--- src/rtl/core/vdq_pkg.sv ---
`default_nettype none

package vdq_pkg;

    // fixed field widths of the stream payload
    localparam int SC_W        = 6;
    localparam int DIR_W       = 5;
    localparam int OUT_TDATA_W = 8;

    // parameter defaults
    localparam int DEF_COORD_BITS    = 10;
    localparam int DEF_ANGLE_BITS    = 16;
    localparam int DEF_CORDIC_STAGES = 16;
    localparam int DEF_MAX_SECTORS   = 32;

    // atan(2^-i) as a fraction of a turn, 2^-32 turn per lsb
    localparam int ATAN_LEN = 32;
    localparam logic [31:0] ATAN_TURN32 [ATAN_LEN] = '{
        32'h20000000, 32'h12E4051E, 32'h09FB385B, 32'h051111D4,
        32'h028B0D43, 32'h0145D7E1, 32'h00A2F61E, 32'h00517C55,
        32'h0028BE53, 32'h00145F2F, 32'h000A2F98, 32'h000517CC,
        32'h00028BE6, 32'h000145F3, 32'h0000A2FA, 32'h0000517D,
        32'h000028BE, 32'h0000145F, 32'h00000A30, 32'h00000518,
        32'h0000028C, 32'h00000146, 32'h000000A3, 32'h00000051,
        32'h00000029, 32'h00000014, 32'h0000000A, 32'h00000005,
        32'h00000003, 32'h00000001, 32'h00000001, 32'h00000000
    };

    // table entry rounded to angle_bits of turn fraction
    function automatic logic [23:0] stage_angle(input int idx, input int angle_bits);
        logic [32:0] t;
        t = {1'b0, ATAN_TURN32[idx % ATAN_LEN]} + (33'd1 << (31 - angle_bits));
        return 24'(t >> (32 - angle_bits));
    endfunction

endpackage

`default_nettype wire

--- src/rtl/core/vector_direction_quantizer.sv ---
// channel   dir  signals                                tdata fields, low bit up
// --------  ---  -------------------------------------  ---------------------------------
// request   in   i_s_tvalid o_s_tready i_s_tdata         source_row source_col target_row
//                                                        target_col sector_count, zero pad
// result    out  o_m_tvalid i_m_tready o_m_tdata         direction, zero pad
//
// one request per cycle unless the output stalls; registers in order: input register,
// one cordic cell per stage, a product stage and the output register.
// i_rst_n is synchronous and clears only the valid bits of the row.
// each register stage moves on when it is empty or its neighbor moves, so a
// stall at the output fills the bubbles first before o_s_tready drops.
`default_nettype none

module vector_direction_quantizer
    import vdq_pkg::*;
#(
    parameter int COORD_BITS    = DEF_COORD_BITS,
    parameter int ANGLE_BITS    = DEF_ANGLE_BITS,
    parameter int CORDIC_STAGES = DEF_CORDIC_STAGES,
    parameter int MAX_SECTORS   = DEF_MAX_SECTORS,
    localparam int IN_TDATA_W   = ((4 * COORD_BITS + SC_W + 7) / 8) * 8
) (
    input  wire                    i_clk,
    input  wire                    i_rst_n,
    input  wire                    i_s_tvalid,
    output logic                   o_s_tready,
    // source_row, source_col, target_row, target_col, sector_count, zero pad
    input  wire  [IN_TDATA_W-1:0]  i_s_tdata,
    output logic                   o_m_tvalid,
    input  wire                    i_m_tready,
    // direction, zero pad
    output logic [OUT_TDATA_W-1:0] o_m_tdata
);

    localparam int DW = COORD_BITS + CORDIC_STAGES + 3;
    localparam int NW = $clog2(MAX_SECTORS + 1);

    logic                  w_valid [CORDIC_STAGES+1];
    logic                  w_ready [CORDIC_STAGES+1];
    logic signed [DW-1:0]  w_x     [CORDIC_STAGES+1];
    logic signed [DW-1:0]  w_y     [CORDIC_STAGES+1];
    logic [ANGLE_BITS-1:0] w_z     [CORDIC_STAGES+1];
    logic                  w_hold  [CORDIC_STAGES+1];
    logic [NW-1:0]         w_n     [CORDIC_STAGES+1];
    logic [NW-1:0]         w_sector, w_out_n;

    // fold and scale the request
    vdq_front #(
        .COORD_BITS    (COORD_BITS),
        .ANGLE_BITS    (ANGLE_BITS),
        .CORDIC_STAGES (CORDIC_STAGES),
        .MAX_SECTORS   (MAX_SECTORS)
    ) u_front (
        .i_clk          (i_clk),
        .i_rst_n        (i_rst_n),
        .i_valid        (i_s_tvalid),
        .o_ready        (o_s_tready),
        .i_source_row   (i_s_tdata[0 +: COORD_BITS]),
        .i_source_col   (i_s_tdata[COORD_BITS +: COORD_BITS]),
        .i_target_row   (i_s_tdata[2 * COORD_BITS +: COORD_BITS]),
        .i_target_col   (i_s_tdata[3 * COORD_BITS +: COORD_BITS]),
        .i_sector_count (i_s_tdata[4 * COORD_BITS +: SC_W]),
        .o_valid        (w_valid[0]),
        .i_ready        (w_ready[0]),
        .o_x            (w_x[0]),
        .o_y            (w_y[0]),
        .o_z            (w_z[0]),
        .o_hold         (w_hold[0]),
        .o_n            (w_n[0])
    );

    // row of cordic cells
    for (genvar g = 0; g < CORDIC_STAGES; g++) begin : g_cell
        vdq_cordic_cell #(
            .STAGE      (g),
            .ANGLE_BITS (ANGLE_BITS),
            .DW         (DW),
            .NW         (NW)
        ) u_cell (
            .i_clk   (i_clk),
            .i_rst_n (i_rst_n),
            .i_valid (w_valid[g]),
            .o_ready (w_ready[g]),
            .i_x     (w_x[g]),
            .i_y     (w_y[g]),
            .i_z     (w_z[g]),
            .i_hold  (w_hold[g]),
            .i_n     (w_n[g]),
            .o_valid (w_valid[g+1]),
            .i_ready (w_ready[g+1]),
            .o_x     (w_x[g+1]),
            .o_y     (w_y[g+1]),
            .o_z     (w_z[g+1]),
            .o_hold  (w_hold[g+1]),
            .o_n     (w_n[g+1])
        );
    end

    // sector quantization and output register
    vdq_quant #(
        .ANGLE_BITS (ANGLE_BITS),
        .NW         (NW)
    ) u_quant (
        .i_clk    (i_clk),
        .i_rst_n  (i_rst_n),
        .i_valid  (w_valid[CORDIC_STAGES]),
        .o_ready  (w_ready[CORDIC_STAGES]),
        .i_z      (w_z[CORDIC_STAGES]),
        .i_n      (w_n[CORDIC_STAGES]),
        .o_valid  (o_m_tvalid),
        .i_ready  (i_m_tready),
        .o_sector (w_sector),
        .o_n      (w_out_n)
    );

    assign o_m_tdata = OUT_TDATA_W'(DIR_W'(w_sector));

`ifndef ASSERT_OFF
    // nothing comes out right after reset
    a_reset_empty: assert property (@(posedge i_clk)
        !i_rst_n |=> !o_m_tvalid)
        else $error("result valid after reset");

    // the row only refuses requests when the output is full and stalled
    a_stall_source: assert property (@(posedge i_clk) disable iff (!i_rst_n)
        !o_s_tready |-> (o_m_tvalid && !i_m_tready))
        else $error("request refused without output stall");

    // sector index stays below the clamped sector count
    a_sector_range: assert property (@(posedge i_clk) disable iff (!i_rst_n)
        o_m_tvalid |-> (w_out_n == '0 || w_sector < w_out_n))
        else $error("sector index out of range");
`endif

endmodule

`default_nettype wire

--- src/rtl/core/vdq_front.sv ---
`default_nettype none

module vdq_front
    import vdq_pkg::*;
#(
    parameter int COORD_BITS    = DEF_COORD_BITS,
    parameter int ANGLE_BITS    = DEF_ANGLE_BITS,
    parameter int CORDIC_STAGES = DEF_CORDIC_STAGES,
    parameter int MAX_SECTORS   = DEF_MAX_SECTORS,
    localparam int DW           = COORD_BITS + CORDIC_STAGES + 3,
    localparam int NW           = $clog2(MAX_SECTORS + 1)
) (
    input  wire                        i_clk,
    input  wire                        i_rst_n,
    input  wire                        i_valid,
    output logic                       o_ready,
    input  wire  [COORD_BITS-1:0]      i_source_row,
    input  wire  [COORD_BITS-1:0]      i_source_col,
    input  wire  [COORD_BITS-1:0]      i_target_row,
    input  wire  [COORD_BITS-1:0]      i_target_col,
    input  wire  [SC_W-1:0]            i_sector_count,
    output logic                       o_valid,
    input  wire                        i_ready,
    output logic signed [DW-1:0]       o_x,
    output logic signed [DW-1:0]       o_y,
    output logic [ANGLE_BITS-1:0]      o_z,
    output logic                       o_hold,
    output logic [NW-1:0]              o_n
);

    logic                       r_valid;
    logic signed [DW-1:0]       r_x, r_y, n_x, n_y;
    logic [ANGLE_BITS-1:0]      r_z, n_z;
    logic                       r_hold, n_hold;
    logic [NW-1:0]              r_n, n_n;
    logic signed [COORD_BITS:0] drow, dcol, xa, ya;

    // deltas, half-plane fold and scaling into the cordic word
    always_comb begin
        drow   = $signed({1'b0, i_target_row}) - $signed({1'b0, i_source_row});
        dcol   = $signed({1'b0, i_target_col}) - $signed({1'b0, i_source_col});
        n_hold = (drow == '0);
        xa     = drow;
        ya     = dcol;
        n_z    = '0;
        if (n_hold) begin
            // straight along the column axis: quarter or three quarters turn
            n_z = dcol[COORD_BITS] ? ANGLE_BITS'(3) << (ANGLE_BITS - 2)
                                   : ANGLE_BITS'(1) << (ANGLE_BITS - 2);
        end else if (drow[COORD_BITS]) begin
            xa  = -drow;
            ya  = -dcol;
            n_z = ANGLE_BITS'(1) << (ANGLE_BITS - 1);
        end
        n_x = DW'(xa) <<< CORDIC_STAGES;
        n_y = DW'(ya) <<< CORDIC_STAGES;
        // clamp sector count
        if ({1'b0, i_sector_count} > 7'(MAX_SECTORS)) begin
            n_n = NW'(MAX_SECTORS);
        end else begin
            n_n = NW'(i_sector_count);
        end
    end

    assign o_ready = !r_valid || i_ready;

    // valid bit
    always_ff @(posedge i_clk) begin
        if (!i_rst_n) begin
            r_valid <= 1'b0;
        end else if (o_ready) begin
            r_valid <= i_valid;
        end
    end

    // payload
    always_ff @(posedge i_clk) begin
        if (o_ready && i_valid) begin
            r_x    <= n_x;
            r_y    <= n_y;
            r_z    <= n_z;
            r_hold <= n_hold;
            r_n    <= n_n;
        end
    end

    assign o_valid = r_valid;
    assign o_x     = r_x;
    assign o_y     = r_y;
    assign o_z     = r_z;
    assign o_hold  = r_hold;
    assign o_n     = r_n;

endmodule

`default_nettype wire

--- src/rtl/core/vdq_cordic_cell.sv ---
`default_nettype none

module vdq_cordic_cell
    import vdq_pkg::*;
#(
    parameter int STAGE      = 0,
    parameter int ANGLE_BITS = DEF_ANGLE_BITS,
    parameter int DW         = 29,
    parameter int NW         = 6
) (
    input  wire                   i_clk,
    input  wire                   i_rst_n,
    input  wire                   i_valid,
    output logic                  o_ready,
    input  wire signed [DW-1:0]   i_x,
    input  wire signed [DW-1:0]   i_y,
    input  wire  [ANGLE_BITS-1:0] i_z,
    input  wire                   i_hold,
    input  wire  [NW-1:0]         i_n,
    output logic                  o_valid,
    input  wire                   i_ready,
    output logic signed [DW-1:0]  o_x,
    output logic signed [DW-1:0]  o_y,
    output logic [ANGLE_BITS-1:0] o_z,
    output logic                  o_hold,
    output logic [NW-1:0]         o_n
);

    localparam logic [ANGLE_BITS-1:0] ANG = ANGLE_BITS'(stage_angle(STAGE, ANGLE_BITS));

    logic                  r_valid;
    logic signed [DW-1:0]  r_x, r_y, n_x, n_y, xs, ys;
    logic [ANGLE_BITS-1:0] r_z, n_z;
    logic                  r_hold;
    logic [NW-1:0]         r_n;

    // one vectoring micro-rotation
    always_comb begin
        xs = i_x >>> STAGE;
        ys = i_y >>> STAGE;
        if (!i_y[DW-1]) begin
            n_x = i_x + ys;
            n_y = i_y - xs;
            n_z = i_z + ANG;
        end else begin
            n_x = i_x - ys;
            n_y = i_y + xs;
            n_z = i_z - ANG;
        end
        // fixed angle passes untouched
        if (i_hold) begin
            n_z = i_z;
        end
    end

    assign o_ready = !r_valid || i_ready;

    // valid bit
    always_ff @(posedge i_clk) begin
        if (!i_rst_n) begin
            r_valid <= 1'b0;
        end else if (o_ready) begin
            r_valid <= i_valid;
        end
    end

    // payload
    always_ff @(posedge i_clk) begin
        if (o_ready && i_valid) begin
            r_x    <= n_x;
            r_y    <= n_y;
            r_z    <= n_z;
            r_hold <= i_hold;
            r_n    <= i_n;
        end
    end

    assign o_valid = r_valid;
    assign o_x     = r_x;
    assign o_y     = r_y;
    assign o_z     = r_z;
    assign o_hold  = r_hold;
    assign o_n     = r_n;

endmodule

`default_nettype wire

--- src/rtl/core/vdq_quant.sv ---
`default_nettype none

module vdq_quant
    import vdq_pkg::*;
#(
    parameter int ANGLE_BITS = DEF_ANGLE_BITS,
    parameter int NW         = 6
) (
    input  wire                   i_clk,
    input  wire                   i_rst_n,
    input  wire                   i_valid,
    output logic                  o_ready,
    input  wire  [ANGLE_BITS-1:0] i_z,
    input  wire  [NW-1:0]         i_n,
    output logic                  o_valid,
    input  wire                   i_ready,
    output logic [NW-1:0]         o_sector,
    output logic [NW-1:0]         o_n
);

    localparam int PW = ANGLE_BITS + NW + 1;

    logic                  r_p_valid, r_o_valid;
    logic                  w_p_ready;
    logic [ANGLE_BITS-1:0] a;
    logic [PW-1:0]         r_prod, n_prod;
    logic [NW-1:0]         r_p_n, r_o_n, r_sector, n_sector;
    logic [NW:0]           d;

    // rotate back by an eighth turn and scale by the sector count
    always_comb begin
        a      = i_z - (ANGLE_BITS'(1) << (ANGLE_BITS - 3));
        n_prod = PW'(a) * PW'(i_n) + (PW'(1) << (ANGLE_BITS - 1));
    end

    // round result wraps from n back to zero
    always_comb begin
        d = r_prod[PW-1 -: NW + 1];
        if (d >= {1'b0, r_p_n}) begin
            n_sector = NW'(d - {1'b0, r_p_n});
        end else begin
            n_sector = NW'(d);
        end
    end

    assign w_p_ready = !r_o_valid || i_ready;
    assign o_ready   = !r_p_valid || w_p_ready;

    // valid bits
    always_ff @(posedge i_clk) begin
        if (!i_rst_n) begin
            r_p_valid <= 1'b0;
            r_o_valid <= 1'b0;
        end else begin
            if (o_ready) begin
                r_p_valid <= i_valid;
            end
            if (w_p_ready) begin
                r_o_valid <= r_p_valid;
            end
        end
    end

    // product stage
    always_ff @(posedge i_clk) begin
        if (o_ready && i_valid) begin
            r_prod <= n_prod;
            r_p_n  <= i_n;
        end
    end

    // output register
    always_ff @(posedge i_clk) begin
        if (w_p_ready && r_p_valid) begin
            r_sector <= n_sector;
            r_o_n    <= r_p_n;
        end
    end

    assign o_valid  = r_o_valid;
    assign o_sector = r_sector;
    assign o_n      = r_o_n;

endmodule

`default_nettype wire

--- config.mk ---
export PLATFORM = sky130hd
export DESIGN_NAME = vector_direction_quantizer
export DESIGN_NICKNAME = d
export VERILOG_FILES = /design/src/rtl/core/vdq_pkg.sv /design/src/rtl/core/vector_direction_quantizer.sv /design/src/rtl/core/vdq_front.sv /design/src/rtl/core/vdq_cordic_cell.sv /design/src/rtl/core/vdq_quant.sv
export SDC_FILE = /design/constraint.sdc
export NUM_CORES = 2
export LEC_CHECK = 0
export BUFFER_PORTS_ARGS = -buffer_cell sky130_fd_sc_hd__buf_4
export CAP_MARGIN = 15
export CORE_ASPECT_RATIO = 0.9
export CORE_MARGIN = 2
export CORE_UTILIZATION = 25
export DETAILED_ROUTE_END_ITERATION = 8
export SLEW_MARGIN = 25
export SYNTH_ARGS = -nofsm -noshare
export SYNTH_HDL_FRONTEND = slang
export SYNTH_HIERARCHICAL = 1
export SYNTH_SLANG_ARGS = --single-unit
--- constraint.sdc ---
create_clock -name i_clk -period 5.2 [get_ports i_clk]
set_input_delay 0.52 -clock i_clk [delete_from_list [all_inputs] [get_ports i_clk]]
set_output_delay 0.52 -clock i_clk [all_outputs]
set_load 0.1 [all_outputs]
# Word-level counts from Yosys, hierarchy flattened
# Cells that the tools add are included.
word_totals:
  regBits: 1247
  inputBits: 52
  output_inout_bits: 10
  wordCells: 316
op_classes:
  n_addsub: 90
  n_mul: 1
  n_lt_le_gt_ge: 2
  muxes: 65
  reduce_logical: 58
ops:
  columns: ["op", "count"]
  rows:
  - ["2-to-1 mux 29 bit", 27]
  - ["2-to-1 mux 16 bit", 33]
  - ["adder 29 x 17 -> 29 bit", 2]
  - ["adder 29 x 18 -> 29 bit", 2]
  - ["adder 29 x 19 -> 29 bit", 2]
  - ["adder 29 x 20 -> 29 bit", 2]
  - ["adder 29 x 21 -> 29 bit", 2]
  - ["adder 29 x 22 -> 29 bit", 2]
  - ["adder 29 x 23 -> 29 bit", 2]
  - ["adder 29 x 24 -> 29 bit", 2]
  - ["adder 29 x 25 -> 29 bit", 2]
  - ["adder 29 x 26 -> 29 bit", 2]
  - ["adder 29 x 27 -> 29 bit", 2]
  - ["adder 29 x 28 -> 29 bit", 2]
  - ["subtractor 29 x 17 -> 29 bit", 2]
  - ["subtractor 29 x 18 -> 29 bit", 2]
  - ["subtractor 29 x 19 -> 29 bit", 2]
  - ["subtractor 29 x 20 -> 29 bit", 2]
  - ["subtractor 29 x 21 -> 29 bit", 2]
  - ["subtractor 29 x 22 -> 29 bit", 2]
  - ["subtractor 29 x 23 -> 29 bit", 2]
  - ["subtractor 29 x 24 -> 29 bit", 2]
  - ["subtractor 29 x 25 -> 29 bit", 2]
  - ["subtractor 29 x 26 -> 29 bit", 2]
  - ["47 further kinds", 112]

# Depth between registers and ports, before layout
logic_depth:
  depth_word: 21
  mapped_depth: 20
  mapped_depth_nobuf: 20

# Cells and area by module
# The synthesis kept the hierarchy.
modules_own_cells:
  columns: ["mod", "instances", "cells_per_inst", "area_per_inst_um2", "seq_area_each_um2"]
  rows:
  - ["vdq_cordic_cell (g_cell[0].u_cell)", 1, 853, 7522.2, 2422.3]
  - ["vdq_cordic_cell (g_cell[8].u_cell)", 1, 842, 7521.0, 2452.4]
  - ["vdq_cordic_cell (g_cell[4].u_cell)", 1, 818, 7514.7, 2452.4]
  - ["vdq_cordic_cell (g_cell[11].u_cell)", 1, 818, 7432.1, 2452.4]
  - ["vdq_cordic_cell (g_cell[10].u_cell)", 1, 797, 7404.6, 2452.4]
  - ["vdq_cordic_cell (g_cell[2].u_cell)", 1, 808, 7384.6, 2452.4]
  - ["vdq_cordic_cell (g_cell[3].u_cell)", 1, 793, 7379.6, 2452.4]
  - ["vdq_cordic_cell (g_cell[13].u_cell)", 1, 810, 7353.3, 2452.4]
  - ["vdq_cordic_cell (g_cell[1].u_cell)", 1, 804, 7349.5, 2452.4]
  - ["vdq_cordic_cell (g_cell[7].u_cell)", 1, 783, 7322.0, 2452.4]
  - ["vdq_cordic_cell (g_cell[5].u_cell)", 1, 792, 7257.0, 2452.4]
  - ["vdq_cordic_cell (g_cell[6].u_cell)", 1, 762, 7219.4, 2452.4]
  - ["vdq_cordic_cell (g_cell[14].u_cell)", 1, 780, 7124.3, 2452.4]
  - ["vdq_cordic_cell (g_cell[9].u_cell)", 1, 764, 7085.5, 2452.4]
  - ["5 more rows", null, null, null, null]

# Worst setup path before layout
# Ideal clock, no wire load.
synth_path:
  kind: "flip-flop to flip-flop"
  start: "reg u_quant.r_o_valid, in the netlist u_quant/o_valid"
  end: "reg u_front.r_n[0], in the netlist u_front/o_n[0] (enable)"
  setup_ns: 0.394
  arrival_time_ns: 5.103
  t_required_ns: 4.806
  slack_ns: -0.297
  path_stages_with_launch: 21
  n_path_buf: 0
  period_less_slack_ns: 5.497
  path_cell_list: "dfxtp_1 > nor2b_1 > nand2_1 > nand2b_1 > nand2b_1 > nand2b_1 > nand2b_1 > nand2b_1 > nand2b_1 > nand2b_1 > nand2b_1 > nand2b_1 > nand2b_1 > nand2b_1 > nand2b_1 > nand2b_1 > nand2b_1 > nand2b_1 > nand2b_1 > nand2b_1 > and2_1"
synth_lines:
  columns: ["item", "line", "rtl"]
  rows:
  - ["start, declared", "vdq_quant.sv:23", "logic r_p_valid, r_o_valid;"]
  - ["start signal, assigned", "vdq_quant.sv:59", "r_o_valid <= r_p_valid;"]
  - ["end signal, assigned", "vdq_front.sv:83", "r_n <= n_n;"]
  - ["end, declared", "vdq_front.sv:35", "logic [NW-1:0] r_n, n_n;"]

==> reports/results.ini <==
[status]
status=finished clean

[cts]
cts_buffer_depth=4
clkTransAtPathRegs_ps=60
clock-root-buffer=clkbuf_16
htree_num_levels=4
clk_latency_ps=860
cts_buffers=145
post_cts_buffers=0
cts_num_sinks=1174
tritoncts=yes

[power]
power_density_nw_per_um2=243.5
pwr-share-seq_pct=39.4
p_int_mw=19.77
ir_worst_vdd_v=0.0002313
p_comb_share_pct=25.0
p_sw_mw=8.888
sw_frac_of_total_pct=31.01
power.leakage_nw=45.93
pwr-share-clk_pct=35.6

[sta]
post-route-period-util_pct=93.98
layout_min_cycle_time_ps=4887
slew_viol_final=0
max_freq_ghz=0.2046
worst_pin_slew_ps=950.5
slew_headroom_pct=36.10
finClkSkew_ps=92.83
finalHoldViolations=0
worst_hold_slack_ps=54.15
setup_viol=0

[floorplan]
ioPinCount=62
dieHeight_um=622.4
die_area_um2=430100
die_width_um=691.1
core_um2=423800
start_util_pct=25.06
rows=227

[routing]
via_per_inst=4.936
drt-total-wl_mm=280.8
drc=0
dr_total_vias=84630
wl_per_cell_um=16.38
firstDrtPassIters=6
antenna_left=0
drt-initial-drc-count=7425

[place]
dpl.hpwl_mm=223.7
gp_congestion=0.9058
placed_cells=16880
io_buffers=56

[final_layout]
layout-drive-gt1-share_pct=5.627
nNetsFinal=12720
multi_input_comb_area_um2=67570
final_cell_mix=1155 x edfxtp_1, 1135 x ha_1, 1115 x a21oi_1, 964 x nor2_1, 812 x xnor2_1
layout_commonest_cell=edfxtp_1
n_fill_cell=44690
stdcell_count=17150
regArea_um2=35060
synthToLayoutAreaGrowth_pct=10.83

[logic_synthesis]
ys.warnings.count=6
syn_area_per_cell_um2=9.258
synth.cell_area_um2=106200
syn_inst=11470

[run]
maxCapViolCount=0

[worst_setup_path]
critPathMaxFanout=3
worstSetupStartpointType=flop
worstPathArrival_ps=4370
crit_required_ps=4680
worstSetupEndpointType=output pin
path_class=reg2out

[grt]
antenna_found_initial=9
grt_overflow=0
grt_pass1_wl_mm=442.0
grt_pass1_vias=78940
grt_max_degree=76
grt_usage_pct=12.45

[worst_hold_path]
hold_class=in2reg

## routing by layer
| layer | track usage [%] | up-vias | wire, um |
|---|---|---|---|
| met5 | 0 | - | 0 |
| met4 | 2.728 | 0 | 6294 |
| met3 | 1.408 | 332 | 14480 |
| met2 | 19.72 | 2057 | 122900 |
| met1 | 18.09 | 40070 | 137100 |
| li1 | - | 42170 | - |
## state kept, by name, summed over array words and instances (netlist names)
register,flops
g_cell.u_cell/o_y,378
g_cell.u_cell/o_x,363
g_cell.u_cell/o_z,256
g_cell.u_cell/o_n,96
g_cell.u_cell/o_valid,16
g_cell.u_cell/o_hold,14
u_front/o_x,11
u_front/o_y,11
u_quant/r_prod,7
u_front/o_n,6
u_quant/r_p_n,6
u_quant/o_sector,5
u_front/o_z,2
u_front/o_valid,1
u_quant/o_valid,1
u_quant/r_p_valid,1
## through the flow
stage	setup WS [ps]	utilization [%]	setup TNS (ps)	cell area, um2	power (mW)
after floorplan	13.88	-	0	106400	16.68
after global placement	176.3	26.63	0	112900	18.44
after detailed placement	237.0	26.63	0	112900	18.43
after CTS	31.42	27.76	0	117600	28.79
after global routing	-14.87	27.78	-14.87	117700	30.02
final	313.2	27.78	0	117700	28.66
## worst max-delay path: stages (launching register included)
cell,delay (ps)
dfxtp_2,320
nor2b_2,160
nand2_1,80
nand2b_4,170
nand2b_1,170
nand2b_1,170
nand2b_1,170
nand2b_1,180
nand2b_1,190
nand2b_4,160
nand2b_4,150
nand2b_4,150
nand2b_4,150
nand2b_4,150
nand2b_1,180
nand2b_4,170
nand2b_4,150
nand2b_4,150
nand2b_4,150
nand2b_4,160
buf_12,160
## worst paths after layout
path	startpoint	end	slack (ps)	cells after the start
worst max-delay path	u_quant/o_valid	o_s_tready	310	20
worst min register to register	g_cell[4].u_cell/o_z[0]	g_cell[5].u_cell/o_z[0]	390	0
worst max register to register	g_cell[15].u_cell/o_z[13]	u_quant/r_prod[20]	360	14
worst min-delay path	i_rst_n	u_quant/o_valid	50	2
## power groups by stage
| stage | registers, mW | logic, mW | clock network (mW) |
|---|---|---|---|
| after detailed placement | 11.5 | 6.93 | 0 |
| after global routing | 11.3 | 7.84 | 10.8 |
| after floorplan | 11.4 | 5.32 | 0 |
| after CTS | 11.3 | 6.98 | 10.5 |
| final | 11.3 | 7.16 | 10.2 |
| after global placement | 11.5 | 6.94 | 0 |
## what timing repair did
action	4_1_cts	5_1_grt
setup endpoints to repair	1	1
hold buffers	4	0
pin swaps	0	0
resized for setup	11	5
endpoints found under the hold margin	7	0
## final cells by class
| type | count | area share (%) |
|---|---|---|
| multi-input combinational | 9402 | 57.40 |
| inverter | 556 | 1.773 |
| clock buffer | 176 | 3.297 |
| timing repair buffer | 148 | 1.103 |
| sequential | 1174 | 29.79 |
| clock inverter | 77 | 0.6686 |
| tap | 5610 | 5.963 |
| antenna | 3 | 0.006378 |
(Power assumes the default switching activity.)
